File: config.mk
export PLATFORM = sky130hd
export DESIGN_NAME = three_wire_motion_sensor_poller_flat
export DESIGN_NICKNAME = d
export VERILOG_FILES = /design/src/rtl/core/twmsp_pkg.sv /design/src/rtl/core/twmsp_if.sv /design/src/rtl/core/three_wire_motion_sensor_poller.sv /design/src/flat_wrapper.sv
export SDC_FILE = /design/constraint.sdc
export NUM_CORES = 1
export LEC_CHECK = 0
export BUFFER_PORTS_ARGS = -buffer_cell sky130_fd_sc_hd__buf_2
export CAP_MARGIN = 25
export CORE_MARGIN = 5
export CORE_UTILIZATION = 40
export DETAILED_ROUTE_END_ITERATION = 10
export GPL_TIMING_DRIVEN = 0
export PLACE_DENSITY_LB_ADDON = 0.05
export SYNTH_ARGS = -nofsm -noshare
export SYNTH_HDL_FRONTEND = slang
export SYNTH_SLANG_ARGS = --single-unit
File: constraint.sdc
create_clock -name clk -period 11.5 [get_ports clk]
set_input_delay 1.15 -clock clk [delete_from_list [all_inputs] [get_ports clk]]
set_output_delay 1.15 -clock clk [all_outputs]
set_load 0.02 [all_outputs]
File: src/rtl/core/twmsp_pkg.sv
// ----------------------------------------------------------------------------
// twmsp_pkg
// Types, constants and helper functions for the three-wire motion sensor
// poller: sequence steps, bit phases, sensor register addresses and the setup
// table written during start-up.
// ----------------------------------------------------------------------------
package twmsp_pkg;

	// Build-time defaults.
	localparam int GAP_TICKS_DEFAULT = 16;
	localparam int MAX_TRIES_DEFAULT = 4;

	// Configuration port.
	localparam int CFG_ADDR_W = 4;
	localparam int CFG_DATA_W = 32;
	localparam int CFG_IDX_W  = 2;

	localparam logic [CFG_IDX_W-1:0] REG_IDX_DEAD_ZONE   = 2'd0;
	localparam logic [CFG_IDX_W-1:0] REG_IDX_LIMIT_X     = 2'd1;
	localparam logic [CFG_IDX_W-1:0] REG_IDX_LIMIT_Y     = 2'd2;
	localparam logic [CFG_IDX_W-1:0] REG_IDX_EXPECTED_ID = 2'd3;

	localparam logic [6:0]  DEAD_ZONE_RESET   = 7'd3;
	localparam logic [11:0] LIMIT_X_RESET     = 12'd480;
	localparam logic [11:0] LIMIT_Y_RESET     = 12'd272;
	localparam logic [7:0]  EXPECTED_ID_RESET = 8'h30;

	localparam logic [11:0] POS_X_RESET = 12'd240;
	localparam logic [11:0] POS_Y_RESET = 12'd136;

	// Sequence steps.
	typedef logic [3:0] step_t;
	localparam step_t STEP_ID          = 4'd0;
	localparam step_t STEP_REG1        = 4'd1;
	localparam step_t STEP_SETUP_FIRST = 4'd2;
	localparam step_t STEP_SETUP_LAST  = 4'd8;
	localparam step_t STEP_READY       = 4'd9;
	localparam step_t STEP_STATUS      = 4'd10;
	localparam step_t STEP_DX          = 4'd11;
	localparam step_t STEP_DY          = 4'd12;
	localparam step_t STEP_FAILED      = 4'd13;

	// Sensor register addresses.
	localparam logic [7:0] SNS_ID     = 8'h00;
	localparam logic [7:0] SNS_REG1   = 8'h01;
	localparam logic [7:0] SNS_STATUS = 8'h02;
	localparam logic [7:0] SNS_DX     = 8'h03;
	localparam logic [7:0] SNS_DY     = 8'h04;
	localparam int         STATUS_MOTION_BIT = 7;

	localparam int SETUP_LEN = 7;
	localparam logic [15:0] SETUP_SEQ [SETUP_LEN] = '{
		16'h85A0, 16'h8604, 16'h895A, 16'hDB9A, 16'hD109, 16'hD348, 16'h8900
	};

	// Bit phases of one transfer.
	typedef enum logic [2:0] {
		PH_IDLE    = 3'd0,
		PH_GAP     = 3'd1,
		PH_TX_LOW  = 3'd2,
		PH_TX_HIGH = 3'd3,
		PH_TURN    = 3'd4,
		PH_RX_LOW  = 3'd5,
		PH_RX_HIGH = 3'd6
	} phase_t;

	typedef enum logic [1:0] {
		KIND_NONE  = 2'd0,
		KIND_READ  = 2'd1,
		KIND_WRITE = 2'd2
	} kind_t;

	typedef struct packed {
		kind_t       kind;
		logic [15:0] word;
	} xfer_t;

	localparam logic [1:0] FLAG_READY  = 2'b01;
	localparam logic [1:0] FLAG_FAILED = 2'b10;

	localparam int BITS_ADDR = 8;
	localparam int BITS_WORD = 16;

	// Division of a magnitude up to 128 by three: floor(m * 171 / 512).
	localparam logic [15:0] DIV3_MUL   = 16'd171;
	localparam int          DIV3_SHIFT = 9;

	typedef struct packed {
		logic        clock_pin;
		logic        data_pin;
		logic        data_drive;
		logic [11:0] cursor_x;
		logic [11:0] cursor_y;
		logic        ready_res;
		logic        init_failed;
		logic        busy_res;
	} result_t;

	// Transfer kind and the 16-bit word sent for a sequence step.
	function automatic xfer_t step_xfer(step_t s);
		xfer_t x;
		logic [2:0] idx;
		x.kind = KIND_NONE;
		x.word = '0;
		idx    = 3'(s - STEP_SETUP_FIRST);
		if (s == STEP_ID) begin
			x.kind = KIND_READ;
			x.word = {SNS_ID, 8'h00};
		end else if (s == STEP_REG1) begin
			x.kind = KIND_READ;
			x.word = {SNS_REG1, 8'h00};
		end else if (s inside {[STEP_SETUP_FIRST:STEP_SETUP_LAST]}) begin
			x.kind = KIND_WRITE;
			x.word = SETUP_SEQ[idx];
		end else if (s == STEP_STATUS) begin
			x.kind = KIND_READ;
			x.word = {SNS_STATUS, 8'h00};
		end else if (s == STEP_DX) begin
			x.kind = KIND_READ;
			x.word = {SNS_DX, 8'h00};
		end else if (s == STEP_DY) begin
			x.kind = KIND_READ;
			x.word = {SNS_DY, 8'h00};
		end
		return x;
	endfunction

	// Motion byte to cursor step: value / 3 toward zero, zero inside the dead zone.
	function automatic logic signed [6:0] motion_delta(logic [7:0] raw, logic [6:0] dz);
		logic [7:0]  mag;
		logic [15:0] prod;
		logic [6:0]  q;
		mag  = raw[7] ? 8'(~raw + 8'd1) : raw;
		prod = 16'(mag) * DIV3_MUL;
		q    = {1'b0, prod[DIV3_SHIFT+5:DIV3_SHIFT]};
		if (mag <= {1'b0, dz})
			return 7'sd0;
		return raw[7] ? $signed(7'(~q + 7'd1)) : $signed(q);
	endfunction

	function automatic logic [11:0] clamp_pos(logic signed [13:0] v, logic [11:0] lim);
		if (v < 14'sd0)
			return 12'd0;
		if (v > $signed({2'b00, lim}))
			return lim;
		return v[11:0];
	endfunction

endpackage

File: src/rtl/core/twmsp_if.sv
// ----------------------------------------------------------------------------
// twmsp_tick_if / twmsp_report_if
// Valid/ready channels of the poller: one carries the per-tick line sample
// and poll request, the other the pin levels, cursor and status.
// ----------------------------------------------------------------------------
interface twmsp_tick_if;
	logic valid;
	logic ready;
	logic sda_sample;
	logic poll_request;

	modport source (output valid, output sda_sample, output poll_request, input ready);
	modport sink (input valid, input sda_sample, input poll_request, output ready);
endinterface

interface twmsp_report_if;
	logic        valid;
	logic        ready;
	logic        clock_pin;
	logic        data_pin;
	logic        data_drive;
	logic [11:0] cursor_x;
	logic [11:0] cursor_y;
	logic        ready_res;
	logic        init_failed;
	logic        busy_res;

	modport source (
		output valid, output clock_pin, output data_pin, output data_drive,
		output cursor_x, output cursor_y, output ready_res, output init_failed,
		output busy_res, input ready
	);
	modport sink (
		input valid, input clock_pin, input data_pin, input data_drive,
		input cursor_x, input cursor_y, input ready_res, input init_failed,
		input busy_res, output ready
	);
endinterface

File: src/rtl/core/three_wire_motion_sensor_poller.sv
// A tick's report is registered, in the skid word if the output word is stalled.
// Throughput: one tick per cycle; a two-word output buffer keeps ticks flowing
// while a report waits, so the tick channel stalls only when both words are full.
// Reset (arst_n low, asynchronous): start-up restarts at the identity read,
// the cursor returns to (240, 136), flags clear and registers take their defaults.
// ----------------------------------------------------------------------------
// three_wire_motion_sensor_poller
// Three-wire half-duplex master for an optical motion sensor. Each tick is
// one half bit of the serial link; start-up, polling and cursor tracking run
// off a step register and a bit-phase state machine.
// ----------------------------------------------------------------------------
module three_wire_motion_sensor_poller
	import twmsp_pkg::*;
#(
	parameter int GAP_TICKS = GAP_TICKS_DEFAULT,
	parameter int MAX_TRIES = MAX_TRIES_DEFAULT
) (
	input  logic                  clk,
	input  logic                  arst_n,
	twmsp_tick_if.sink            tick,
	twmsp_report_if.source        report,
	input  logic                  psel,
	input  logic                  penable,
	input  logic                  pwrite,
	input  logic [CFG_ADDR_W-1:0] paddr,
	input  logic [CFG_DATA_W-1:0] pwdata,
	output logic [CFG_DATA_W-1:0] prdata,
	output logic                  pready
);

	localparam int GapW = $clog2(GAP_TICKS + 1);
	localparam int TryW = $clog2(MAX_TRIES + 1);

	// Configuration registers.
	logic [6:0]  dead_zone_q;
	logic [11:0] limit_x_q;
	logic [11:0] limit_y_q;
	logic [7:0]  expected_id_q;

	logic                 cfg_wr;
	logic [CFG_IDX_W-1:0] cfg_idx;

	assign pready  = 1'b1;
	assign cfg_wr  = psel && penable && pwrite && pready;
	assign cfg_idx = paddr[CFG_ADDR_W-1:2];

	always_ff @(posedge clk or negedge arst_n) begin
		if (!arst_n) begin
			dead_zone_q   <= DEAD_ZONE_RESET;
			limit_x_q     <= LIMIT_X_RESET;
			limit_y_q     <= LIMIT_Y_RESET;
			expected_id_q <= EXPECTED_ID_RESET;
		end else if (cfg_wr) begin
			case (cfg_idx)
				REG_IDX_DEAD_ZONE:   dead_zone_q   <= pwdata[6:0];
				REG_IDX_LIMIT_X:     limit_x_q     <= pwdata[11:0];
				REG_IDX_LIMIT_Y:     limit_y_q     <= pwdata[11:0];
				REG_IDX_EXPECTED_ID: expected_id_q <= pwdata[7:0];
				default: ;
			endcase
		end
	end

	always_comb begin
		case (cfg_idx)
			REG_IDX_DEAD_ZONE:   prdata = CFG_DATA_W'(dead_zone_q);
			REG_IDX_LIMIT_X:     prdata = CFG_DATA_W'(limit_x_q);
			REG_IDX_LIMIT_Y:     prdata = CFG_DATA_W'(limit_y_q);
			REG_IDX_EXPECTED_ID: prdata = CFG_DATA_W'(expected_id_q);
			default:             prdata = '0;
		endcase
	end

	// Sequencer state.
	step_t             step_q, step_d;
	phase_t            phase_q, phase_d;
	logic [4:0]        count_q, count_d, count_inc;
	logic [15:0]       shift_q, shift_d;
	logic [TryW-1:0]   tries_q, tries_d;
	logic [GapW-1:0]   gap_q, gap_d;
	logic [7:0]        held_dx_q, held_dx_d;
	logic [11:0]       pos_x_q, pos_x_d, pos_y_q, pos_y_d;
	logic [1:0]        flags_q, flags_d;

	logic              tick_acc;
	logic              poll_start;
	xfer_t             cur_xfer, start_xfer;
	logic              fin;
	logic [7:0]        fin_byte;
	logic              busy;
	logic signed [6:0] dx_step, dy_step;
	logic signed [13:0] new_x, new_y;
	result_t           res;

	assign cur_xfer   = step_xfer(step_q);
	assign poll_start = (cur_xfer.kind == KIND_NONE) && (step_q == STEP_READY) &&
	                    tick.poll_request;
	assign start_xfer = poll_start ? step_xfer(STEP_STATUS) : cur_xfer;
	assign count_inc  = count_q + 5'd1;

	assign busy = (phase_q != PH_IDLE) ||
	              (step_q inside {[STEP_ID:STEP_SETUP_LAST], [STEP_STATUS:STEP_DY]});

	// The last received byte is the dy byte when the y update uses it.
	assign dx_step = motion_delta(held_dx_q, dead_zone_q);
	assign dy_step = motion_delta(fin_byte, dead_zone_q);
	assign new_x   = $signed({2'b00, pos_x_q}) - 14'(dx_step);
	assign new_y   = $signed({2'b00, pos_y_q}) + 14'(dy_step);

	always_comb begin : next_state
		step_d    = step_q;
		phase_d   = phase_q;
		count_d   = count_q;
		shift_d   = shift_q;
		tries_d   = tries_q;
		gap_d     = gap_q;
		held_dx_d = held_dx_q;
		pos_x_d   = pos_x_q;
		pos_y_d   = pos_y_q;
		flags_d   = flags_q;
		fin       = 1'b0;
		fin_byte  = '0;

		case (phase_q)
			PH_IDLE: begin
				if (poll_start)
					step_d = STEP_STATUS;
				if (start_xfer.kind != KIND_NONE) begin
					shift_d = start_xfer.word;
					gap_d   = GapW'(GAP_TICKS);
					count_d = '0;
					phase_d = PH_GAP;
				end
			end
			PH_GAP: begin
				if (gap_q <= GapW'(1)) begin
					gap_d   = '0;
					count_d = '0;
					phase_d = PH_TX_LOW;
				end else begin
					gap_d = gap_q - GapW'(1);
				end
			end
			PH_TX_LOW: phase_d = PH_TX_HIGH;
			PH_TX_HIGH: begin
				shift_d = {shift_q[14:0], 1'b0};
				count_d = count_inc;
				if (cur_xfer.kind == KIND_READ && count_inc >= 5'(BITS_ADDR))
					phase_d = PH_TURN;
				else if (cur_xfer.kind != KIND_READ && count_inc >= 5'(BITS_WORD))
					fin = 1'b1;
				else
					phase_d = PH_TX_LOW;
			end
			PH_TURN: begin
				count_d = '0;
				shift_d = '0;
				phase_d = PH_RX_LOW;
			end
			PH_RX_LOW: phase_d = PH_RX_HIGH;
			PH_RX_HIGH: begin
				shift_d = {shift_q[14:0], tick.sda_sample};
				count_d = count_inc;
				if (count_inc >= 5'(BITS_ADDR)) begin
					fin      = 1'b1;
					fin_byte = shift_d[7:0];
				end else begin
					phase_d = PH_RX_LOW;
				end
			end
			default: phase_d = PH_IDLE;
		endcase

		// End of a transfer: advance the start-up or poll sequence.
		if (fin) begin
			phase_d = PH_IDLE;
			if (step_q == STEP_ID) begin
				if (fin_byte == expected_id_q) begin
					step_d = STEP_REG1;
				end else begin
					tries_d = tries_q + TryW'(1);
					if (tries_d >= TryW'(MAX_TRIES)) begin
						step_d  = STEP_FAILED;
						flags_d = FLAG_FAILED;
					end
				end
			end else if (step_q inside {[STEP_REG1:STEP_SETUP_LAST - 4'd1]}) begin
				step_d = step_q + 4'd1;
			end else if (step_q == STEP_SETUP_LAST) begin
				step_d  = STEP_READY;
				flags_d = FLAG_READY;
			end else if (step_q == STEP_STATUS) begin
				step_d = fin_byte[STATUS_MOTION_BIT] ? STEP_DX : STEP_READY;
			end else if (step_q == STEP_DX) begin
				held_dx_d = fin_byte;
				step_d    = STEP_DY;
			end else if (step_q == STEP_DY) begin
				pos_x_d = clamp_pos(new_x, limit_x_q);
				pos_y_d = clamp_pos(new_y, limit_y_q);
				step_d  = STEP_READY;
			end
		end
	end

	// Pin levels and status come from the state held at the start of the tick.
	always_comb begin : outputs
		res.clock_pin   = 1'b1;
		res.data_pin    = 1'b1;
		res.data_drive  = 1'b1;
		res.cursor_x    = pos_x_q;
		res.cursor_y    = pos_y_q;
		res.ready_res   = flags_q[0];
		res.init_failed = flags_q[1];
		res.busy_res    = busy;
		case (phase_q)
			PH_TX_LOW: begin
				res.clock_pin = 1'b0;
				res.data_pin  = shift_q[15];
			end
			PH_TX_HIGH: res.data_pin = shift_q[15];
			PH_TURN, PH_RX_HIGH: begin
				res.data_pin   = 1'b0;
				res.data_drive = 1'b0;
			end
			PH_RX_LOW: begin
				res.clock_pin  = 1'b0;
				res.data_pin   = 1'b0;
				res.data_drive = 1'b0;
			end
			default: ;
		endcase
	end

	always_ff @(posedge clk or negedge arst_n) begin
		if (!arst_n) begin
			step_q    <= STEP_ID;
			phase_q   <= PH_IDLE;
			count_q   <= '0;
			shift_q   <= '0;
			tries_q   <= '0;
			gap_q     <= '0;
			held_dx_q <= '0;
			pos_x_q   <= POS_X_RESET;
			pos_y_q   <= POS_Y_RESET;
			flags_q   <= '0;
		end else if (tick_acc) begin
			step_q    <= step_d;
			phase_q   <= phase_d;
			count_q   <= count_d;
			shift_q   <= shift_d;
			tries_q   <= tries_d;
			gap_q     <= gap_d;
			held_dx_q <= held_dx_d;
			pos_x_q   <= pos_x_d;
			pos_y_q   <= pos_y_d;
			flags_q   <= flags_d;
		end
	end

	// Two-word output buffer: the skid word catches a report when the output
	// word is stalled, so a tick is still taken in that cycle.
	logic    out_v_q, skid_v_q, out_take;
	result_t out_q, skid_q;

	assign tick.ready = !skid_v_q;
	assign tick_acc   = tick.valid && tick.ready;
	assign out_take   = out_v_q && report.ready;

	always_ff @(posedge clk or negedge arst_n) begin
		if (!arst_n) begin
			out_v_q  <= 1'b0;
			skid_v_q <= 1'b0;
		end else if (!out_v_q || out_take) begin
			if (skid_v_q) begin
				out_v_q  <= 1'b1;
				skid_v_q <= 1'b0;
			end else begin
				out_v_q <= tick_acc;
			end
		end else if (tick_acc) begin
			skid_v_q <= 1'b1;
		end
	end

	always_ff @(posedge clk) begin
		if (!out_v_q || out_take) begin
			if (skid_v_q)
				out_q <= skid_q;
			else if (tick_acc)
				out_q <= res;
		end else if (tick_acc) begin
			skid_q <= res;
		end
	end

	assign report.valid       = out_v_q;
	assign report.clock_pin   = out_q.clock_pin;
	assign report.data_pin    = out_q.data_pin;
	assign report.data_drive  = out_q.data_drive;
	assign report.cursor_x    = out_q.cursor_x;
	assign report.cursor_y    = out_q.cursor_y;
	assign report.ready_res   = out_q.ready_res;
	assign report.init_failed = out_q.init_failed;
	assign report.busy_res    = out_q.busy_res;

	// Ready and failed are exclusive outcomes of start-up.
	a_flags_exclusive: assert property (@(posedge clk) disable iff (!arst_n)
		!(flags_q[0] && flags_q[1]))
		else $error("ready and failed flags set together");

	// The skid word is only ever filled behind a stalled output word.
	a_skid_behind_out: assert property (@(posedge clk) disable iff (!arst_n)
		skid_v_q |-> out_v_q)
		else $error("skid word valid without output word");

	// Turnaround and receive phases belong to read steps only.
	a_rx_is_read: assert property (@(posedge clk) disable iff (!arst_n)
		(phase_q == PH_TURN || phase_q == PH_RX_LOW || phase_q == PH_RX_HIGH) |->
		(cur_xfer.kind == KIND_READ))
		else $error("receive phase during a non-read step");

	// The last gap tick leads straight into the first clock-low tick.
	a_gap_to_tx: assert property (@(posedge clk) disable iff (!arst_n)
		(tick_acc && phase_q == PH_GAP && gap_q == GapW'(1)) |=> (phase_q == PH_TX_LOW))
		else $error("gap did not end in a clock-low tick");

	// A failed start-up halts the sequencer for good.
	a_failed_halts: assert property (@(posedge clk) disable iff (!arst_n)
		(step_q == STEP_FAILED) |=> (step_q == STEP_FAILED && phase_q == PH_IDLE))
		else $error("sequencer left the failed state");

endmodule
File: src/flat_wrapper.sv
// flat-port wrapper written by rule: the top's interface ports become plain ports
module three_wire_motion_sensor_poller_flat import twmsp_pkg::*;
#(
	parameter int GAP_TICKS = GAP_TICKS_DEFAULT,
	parameter int MAX_TRIES = MAX_TRIES_DEFAULT
)
  (clk, arst_n, psel, penable, pwrite, paddr, pwdata, prdata, pready, tick_valid, tick_sda_sample, tick_poll_request, tick_ready, report_valid, report_clock_pin, report_data_pin, report_data_drive, report_cursor_x, report_cursor_y, report_ready_res, report_init_failed, report_busy_res, report_ready);
  twmsp_tick_if tick_i ();
  twmsp_report_if report_i ();
  input  logic clk;
  input  logic arst_n;
  input  logic psel;
  input  logic penable;
  input  logic pwrite;
  input  logic [CFG_ADDR_W-1:0] paddr;
  input  logic [CFG_DATA_W-1:0] pwdata;
  output logic [CFG_DATA_W-1:0] prdata;
  output logic pready;
  input wire logic [$bits(tick_i.valid)-1:0] tick_valid;
  input wire logic [$bits(tick_i.sda_sample)-1:0] tick_sda_sample;
  input wire logic [$bits(tick_i.poll_request)-1:0] tick_poll_request;
  output wire logic [$bits(tick_i.ready)-1:0] tick_ready;
  output wire logic [$bits(report_i.valid)-1:0] report_valid;
  output wire logic [$bits(report_i.clock_pin)-1:0] report_clock_pin;
  output wire logic [$bits(report_i.data_pin)-1:0] report_data_pin;
  output wire logic [$bits(report_i.data_drive)-1:0] report_data_drive;
  output wire logic [$bits(report_i.cursor_x)-1:0] report_cursor_x;
  output wire logic [$bits(report_i.cursor_y)-1:0] report_cursor_y;
  output wire logic [$bits(report_i.ready_res)-1:0] report_ready_res;
  output wire logic [$bits(report_i.init_failed)-1:0] report_init_failed;
  output wire logic [$bits(report_i.busy_res)-1:0] report_busy_res;
  input wire logic [$bits(report_i.ready)-1:0] report_ready;
  assign tick_i.valid = tick_valid;
  assign tick_i.sda_sample = tick_sda_sample;
  assign tick_i.poll_request = tick_poll_request;
  assign tick_ready = tick_i.ready;
  assign report_valid = report_i.valid;
  assign report_clock_pin = report_i.clock_pin;
  assign report_data_pin = report_i.data_pin;
  assign report_data_drive = report_i.data_drive;
  assign report_cursor_x = report_i.cursor_x;
  assign report_cursor_y = report_i.cursor_y;
  assign report_ready_res = report_i.ready_res;
  assign report_init_failed = report_i.init_failed;
  assign report_busy_res = report_i.busy_res;
  assign report_i.ready = report_ready;
  three_wire_motion_sensor_poller #(.GAP_TICKS(GAP_TICKS), .MAX_TRIES(MAX_TRIES)) u_core (.clk(clk), .arst_n(arst_n), .tick(tick_i), .report(report_i), .psel(psel), .penable(penable), .pwrite(pwrite), .paddr(paddr), .pwdata(pwdata), .prdata(prdata), .pready(pready));
endmodule
==> results of run 1 <==
[flip-flops by register name (all words and copies together), names as in the netlist, 4 cells and up]
register,count
u_core.pos_y_q,12
u_core.step_q,4
u_core.gap_q,5
u_core.pos_x_q,12
u_core.limit_x_q,12
u_core.count_q,5
u_core.limit_y_q,12
u_core.report.cursor_y,12
u_core.expected_id_q,8
u_core.report.cursor_x,12
u_core.dead_zone_q,7
u_core.held_dx_q,8
u_core.shift_q,16
u_core.skid_q,30
[worst max-delay path by stage]
| stage | from | to | slack (ns) | cells after the start |
|---|---|---|---|---|
| after global placement | u_core.count_q[0]$_DFFE_PN0P_ | u_core.pos_y_q[4]$_DFFE_PN0P_ | -0.74 | 48 |
| after detailed placement | u_core.count_q[0]$_DFFE_PN0P_ | u_core.pos_y_q[4]$_DFFE_PN0P_ | -0.80 | 43 |
| final | u_core.count_q[0]$_DFFE_PN0P_ | u_core.pos_y_q[4]$_DFFE_PN0P_ | 0.70 | 47 |
| after floorplan | u_core.count_q[0]$_DFFE_PN0P_ | u_core.pos_y_q[10]$_DFFE_PN0P_ | 1.52 | 48 |
| after CTS | u_core.count_q[0]$_DFFE_PN0P_ | u_core.pos_y_q[5]$_DFFE_PN0P_ | 0.01 | 48 |
| after global routing | u_core.count_q[0]$_DFFE_PN0P_ | u_core.pos_y_q[5]$_DFFE_PN0P_ | -0.01 | 47 |
[logic make-up (layout without fill, tap and decap cells)]
| kind of cell | after synthesis | in the layout | share of synthesized area, % |
|---|---|---|---|
| flops | 171 | 171 | 34.6 |
| compound gates | 319 | 319 | 15.1 |
| other cells | 2 | 21 | 0.0564 |
| xor+xnor | 59 | 59 | 4.13 |
| buf+inv | 218 | 320 | 6.95 |
| fa+ha+maj | 185 | 185 | 18.7 |
| simple gates | 356 | 356 | 13.1 |
| mux | 82 | 82 | 7.29 |
[routing by layer]
layer / share of wire (%) / routed length [um] / vias up
met5: 0 / 0 / -
met4: 2.1 / 714 / 0
met3: 2.4 / 823 / 35
met2: 47 / 16200 / 137
met1: 48 / 16600 / 4931
li1: - / - / 5116
[power breakdown]
part	total [mW]	internal [mW]	switching (mW)
Combinational	0.808	0.296	0.512
Sequential	0.835	0.740	0.0950
Clock	0.594	0.294	0.300
[timing repair]
| item | in CTS | in global routing |
|---|---|---|
| pin swaps | 1 | 1 |
| gates resized for setup | 7 | 18 |
| endpoints found under the setup margin | 12 | 12 |
| buffers inserted | 0 | 1 |
[area by class of cell]
cell class	count	share of cell area [%]
multi-input cells	1022	52.8
flip-flops and latches	171	30.6
well taps	442	3.68
inverters	145	3.62
clock buffers	17	2.83
repair buffers	70	2.79
plain buffers	73	2.58
clock inverters	15	1.16
[cells in the final DEF (no fill, tap or decap), drive strengths merged, types with 40 or more instances in the layout]
master / instances
a21oi: 52
buf: 100
clkbuf: 60
dfrtp: 95
edfxtp: 60
ha: 161
inv: 152
mux2: 49
nand2: 135
nor2: 66
o21ai: 131
xnor2: 40
==> impl_metrics.sql, run 1 <==
INSERT INTO impl_metrics (metric_group, metric, value, unit) VALUES
('route', 'drt_iter0_markers', '466', ''),
('route', 'wire_per_inst', '17.6', 'um'),
('timing', 'setup_repair_after_global_routing_missed_its_margin', 'yes', ''),
('finish', 'filler_cell_count', '3223', ''),
('floorplan', 'dieArea', '37000', 'um2'),
('synthesis', 'post_synth_top_cells', 'sky130_fd_sc_hd__ha_1 (161), sky130_fd_sc_hd__inv_1 (144), sky130_fd_sc_hd__nand2_1 (135), sky130_fd_sc_hd__o21ai_0 (121), sky130_fd_sc_hd__dfrtp_1 (95)', ''),
('clock_tree', 'numCtsBuffers', '17', ''),
('critical_path', 'number_of_cell_instances_on_the_worst_register_to_register_path', '47', ''),
('synthesis', 'commonest_register_cell_after_synthesis', 'sky130_fd_sc_hd__dfrtp_1', ''),
('synthesis', 'library_cell_with_the_largest_summed_area_after_synthesis', 'sky130_fd_sc_hd__dfrtp_1', ''),
('synthesis', 'synth-seq-cells', '171', ''),
('critical_path', 'critical_path.top_delay_family', 'adder cells', ''),
('synthesis', 'yosysUniqueCellTypes', '84', ''),
('synthesis', 'synth_enable_flop_cells', '60', ''),
('global_routing', 'grt_max_degree', '58', ''),
('global_routing', 'global_route_wire_length_before_repair', '55800', 'um'),
('timing', 'final.min_clock_period', '10.80', 'ns'),
('critical_path', 'cp_arrival', '11.12', 'ns'),
('timing', 'hold_viol_final', '0', ''),
('route', 'postRouteWirelength', '34300', 'um'),
('finish', 'final_area', '15000', 'um2'),
('placement', 'post_dp_cell_area', '14400', 'um2'),
('clock_tree', 'ctsLongestPathBuffers', '2', ''),
('finish', 'regArea', '4600', 'um2'),
('worst_hold_path', 'hold_path_end', 'u_core.skid_q[2]$_DFFE_PP_', ''),
('route', 'drtAntennaViolNets', '0', ''),
('job', 'max-cap-violations', '0', ''),
('placement', 'placed_instance_count', '1922', ''),
('synthesis', 'syn-cell-area', '13300', 'um2'),
('clock_tree', 'cts-hold-fix-buffers', '0', ''),
('timing', 'finalHoldWorstSlack', '0.451', 'ns'),
('timing', 'clock_skew', '0.0186', 'ns'),
('route', 'vias', '10219', ''),
('synthesis', 'yosys_warnings', '0', ''),
('critical_path', 'critPathCaptureType', 'flip-flop', ''),
('global_routing', 'globalRoute.busiestLayer', 'met2', ''),
('global_routing', 'gr-total-overflow', '0', ''),
('power', 'max-vdd-ir-drop', '0.134', 'mV'),
('finish', 'layout.core_utilization', '46.0', '%'),
('clock_tree', 'cts-root-buf', 'sky130_fd_sc_hd__clkbuf_16', ''),
('synthesis', 'ys_top_cells_by_area', 'sky130_fd_sc_hd__dfrtp_1 (18%), sky130_fd_sc_hd__ha_1 (15%), sky130_fd_sc_hd__edfxtp_1 (14%)', ''),
('synthesis', 'synth-async-reset-ratio', '64.9', '%'),
('finish', 'number_of_antenna_cells_inserted', '0', ''),
('global_routing', 'grtUsageMet3', '2.64', '%'),
('timing', 'setup_total_negative_slack', '0', 'ns'),
('floorplan', 'die-height', '192', 'um'),
('synthesis', 'post-synth-top-area-fraction', '17.9', '%'),
('run_status', 'status', 'complete, no violations', ''),
('synthesis', 'yosys.cell_count.top_type', 'sky130_fd_sc_hd__ha_1', ''),
('synthesis', 'synth_area_per_cell', '9.56', 'um2'),
('clock_tree', 'depth_of_the_cts_h_tree', '4', ''),
('critical_path', 'timing.setup.critical_path_class', 'flip-flop to flip-flop', ''),
('timing', 'achievable-frequency', '92.6', 'MHz'),
('route', 'via_per_inst', '5.23', ''),
('global_routing', 'grt_util_met2', '31.6', '%'),
('floorplan', 'die_w', '192', 'um'),
('worst_hold_path', 'min_delay_path_depth', '0', ''),
('critical_path', 'cpMostUsedCell', 'sky130_fd_sc_hd__ha_1', ''),
('synthesis', 'synthesis.instances', '1392', ''),
('critical_path', 'setup.reg_to_reg.worst_slack', '0.70', 'ns'),
('clock_tree', 'clock_sink_count', '171', ''),
('clock_tree', 'clock_latency', '0.46', 'ns'),
('finish', 'drive_gt1_share', '16.2', '%'),
('clock_tree', 'tritoncts', 'yes', ''),
('finish', 'fin_nets', '1730', ''),
('global_routing', 'grt_antenna_before_repair', '0', ''),
('power', 'powerDensity', '149', 'nW/um2'),
('timing', 'slew_at_the_pin_closest_to_its_max_slew_limit', '0.875', 'ns'),
('finish', 'multi_input_area', '7940', 'um2'),
('route', 'drt_first_pass_iters', '5', ''),
('global_routing', 'first_global_vias', '10202', '');
No activity file was read; power rests on OpenSTA's default activity.
==> run 2, diff against run 1 <==
Settings changed: BUFFER_PORTS_ARGS -buffer_cell sky130_fd_sc_hd__buf_2 to -buffer_cell sky130_fd_sc_hd__buf_4, CELL_PAD_IN_SITES_DETAIL_PLACEMENT set to 1, CELL_PAD_IN_SITES_GLOBAL_PLACEMENT set to 2, CORE_UTILIZATION 40 to 39, SKIP_CTS_REPAIR_TIMING set to 1.
==> impl_metrics.sql, run 2 (same netlist as run 1, synthesis figures left out) <==
INSERT INTO impl_metrics (metric_group, metric, value, unit) VALUES
('run_status', 'status', 'complete, no violations', ''),
('placement', 'routability_congestion_estimate', '0.820', ''),
('job', 'max-cap-violations', '0', ''),
('clock_tree', 'tritoncts', 'yes', ''),
('timing', 'period_share', '93.5', '%'),
('finish', 'largest_register_ffs', '30', ''),
('clock_tree', 'cts-root-buf', 'sky130_fd_sc_hd__clkbuf_16', ''),
('critical_path', 'cp-startpoint', 'u_core.count_q[0]$_DFFE_PN0P_', ''),
('finish', 'drive_gt1_share', '16.9', '%'),
('clock_tree', 'clock_latency', '0.45', 'ns'),
('finish', 'fin_nets', '1737', ''),
('critical_path', 'worstPathRequired', '11.81', 'ns'),
('power', 'leakage', '7.09', 'nW'),
('timing', 'achievable-frequency', '93.0', 'MHz'),
('critical_path', 'cpMostUsedCell', 'sky130_fd_sc_hd__ha_1', ''),
('finish', 'number_of_antenna_cells_inserted', '0', ''),
('floorplan', 'placeable_core_area', '33600', 'um2'),
('critical_path', 'worstSetupStartpointType', 'flip-flop', ''),
('timing', 'slew_at_the_pin_closest_to_its_max_slew_limit', '1.07', 'ns'),
('clock_tree', 'cts.reportedPaths.clkPinSlew', '0.08', 'ns'),
('critical_path', 'maximum_net_fanout_on_the_critical_path', '10', ''),
('clock_tree', 'ctsLongestPathBuffers', '2', ''),
('finish', 'layout_common_cells', 'sky130_fd_sc_hd__ha_1 (160), sky130_fd_sc_hd__inv_1 (144), sky130_fd_sc_hd__nand2_1 (135), sky130_fd_sc_hd__o21ai_0 (119), sky130_fd_sc_hd__buf_4 (96)', ''),
('route', 'postRouteWirelength', '37500', 'um'),
('global_routing', 'globalRouteTotalUtil', '20.0', '%'),
('power', 'power.total', '2.27', 'mW'),
('placement', 'placed_instance_count', '1927', ''),
('global_routing', 'gr-total-overflow', '0', ''),
('critical_path', 'rr_startpoint', 'u_core.count_q[0]$_DFFE_PN0P_', ''),
('route', 'via_per_inst', '5.32', ''),
('timing', 'slew_violations', '0', ''),
('route', 'drcViolationCount', '0', ''),
('timing', 'hold_viol_final', '0', ''),
('clock_tree', 'depth_of_the_cts_h_tree', '4', ''),
('finish', 'finalNonFillerCells', '1968', ''),
('timing', 'setup_viol', '0', ''),
('finish', 'syn2layout_area_growth', '14.7', '%'),
('timing', 'final.min_clock_period', '10.76', 'ns'),
('critical_path', 'critPathCaptureType', 'flip-flop', ''),
('floorplan', 'boundaryPins', '110', ''),
('route', 'drtAntennaViolNets', '0', ''),
('clock_tree', 'clock_sink_count', '171', ''),
('timing', 'setup_total_negative_slack', '0', 'ns'),
('finish', 'mostFrequentLayoutCell', 'sky130_fd_sc_hd__ha_1', ''),
('worst_hold_path', 'min_path_type', 'flip-flop to flip-flop', ''),
('power', 'powerDensity', '149', 'nW/um2'),
('route', 'vias', '10473', ''),
('placement', 'io_buffers', '66', ''),
('floorplan', 'dieArea', '37900', 'um2'),
('critical_path', 'crit_path_max_incr_delay', '0.59', 'ns'),
('critical_path', 'timing.setup.critical_path_class', 'flip-flop to flip-flop', ''),
('critical_path', 'critical_path.slowest_cell', 'sky130_fd_sc_hd__or4b_2', ''),
('finish', 'filler_cell_count', '3839', ''),
('floorplan', 'rows', '67', ''),
('global_routing', 'global_route_wire_length_before_repair', '61300', 'um'),
('finish', 'reg.largest.list', 'u_core.skid_q (30), u_core.shift_q (16)', ''),
('timing', 'max_slew_margin', '28.9', '%'),
('critical_path', 'cp_arrival', '11.07', 'ns'),
('route', 'drt_first_pass_iters', '5', ''),
('floorplan', 'floorplan.initialDensity', '39.6', '%'),
('worst_hold_path', 'hp-start', 'u_core.flags_q[0]$_DFFE_PN0P_', ''),
('power', 'max-vdd-ir-drop', '0.118', 'mV'),
('clock_tree', 'numCtsBuffers', '17', ''),
('global_routing', 'grt_antenna_before_repair', '1', ''),
('route', 'wire_per_inst', '19.1', 'um'),
('floorplan', 'die_w', '195', 'um'),
('timing', 'clock_skew', '0.0109', 'ns'),
('global_routing', 'first_global_vias', '11089', ''),
('finish', 'largest_register', 'u_core.skid_q', ''),
('floorplan', 'die-height', '195', 'um'),
('route', 'drt_iter0_markers', '365', ''),
('placement', 'dp.final_hpwl', '29800', 'um'),
('global_routing', 'grt_max_degree', '90', '');
## run 2: cell count changes in the layout (fill, tap and decap cells not counted), sizes merged
| cell | before | now |
|---|---|---|
| buf | 100 | 107 |
| bufinv | 0 | 1 |
| clkinv | 8 | 6 |
| clkinvlp | 0 | 2 |
| inv | 152 | 151 |
## run 2: final cells by class
| cell class | instances | area (um2) | area share [%] |
|---|---|---|---|
| well taps | 448 | 561 | 3.67 |
| inverters | 145 | 544 | 3.57 |
| plain buffers | 73 | 388 | 2.54 |
| clock buffers | 17 | 425 | 2.79 |
| clock inverters | 15 | 176 | 1.16 |
| flip-flops and latches | 171 | 4600 | 30.1 |
| repair buffers | 77 | 614 | 4.03 |
| multi-input cells | 1022 | 7950 | 52.1 |
## run 2: where the power goes
part / total [mW] / switching, mW / internal [mW]
Combinational: 0.834 / 0.524 / 0.310
Clock: 0.598 / 0.287 / 0.311
Sequential: 0.839 / 0.0989 / 0.740
Total: 2.27 / 0.910 / 1.36
## run 2: worst paths after layout
kind                                                           to  depth (start not counted)  slack, ns
worst max-delay path                u_core.pos_y_q[8]$_DFFE_PN0P_                         47       0.74
worst min-delay path                   u_core.skid_q[2]$_DFFE_PP_                          0       0.46
min in group asynchronous           u_core.flags_q[0]$_DFFE_PN0P_                          1       0.54
max in group asynchronous       u_core.dead_zone_q[1]$_DFFE_PN1P_                          2      10.18
worst min register to register         u_core.skid_q[2]$_DFFE_PP_                          0       0.46
worst max register to register      u_core.pos_y_q[8]$_DFFE_PN0P_                         47       0.74
## run 2: worst max-delay path, delay by kind of cell, from the launching register on
kind / cells / cell delay [ns]
simple gates: 10 / 2.35
compound gates: 16 / 2.58
flops: 1 / 0.47
xor+xnor: 4 / 0.69
mux: 1 / 0.28
buf+inv: 6 / 0.79
fa+ha+maj: 10 / 3.43
## run 2: per-stage QoR
step / hold slack [ns] / instance area, um2 / util [%] / setup slack [ns]
finish: 0.458 / 15300 / 45.4 / 0.744
global placement: 0.434 / 14400 / 42.9 / -0.838
global route: 0.482 / 15300 / 45.4 / -0.0200
CTS: 0.460 / 15100 / 44.9 / -1.06
floorplan: 0.425 / 13400 / - / 1.52
detailed placement: 0.442 / 14500 / 43.1 / -1.07
## run 2: per-layer routing
| layer | vias up | GRT usage [%] | share of wire (%) |
|---|---|---|---|
| met1 | 5215 | 26.9 | 47 |
| met4 | 0 | 4.69 | 1.5 |
| li1 | 5131 | - | - |
| met5 | - | 0 | 0 |
| met2 | 97 | 34.7 | 50 |
| met3 | 30 | 2.39 | 1.9 |
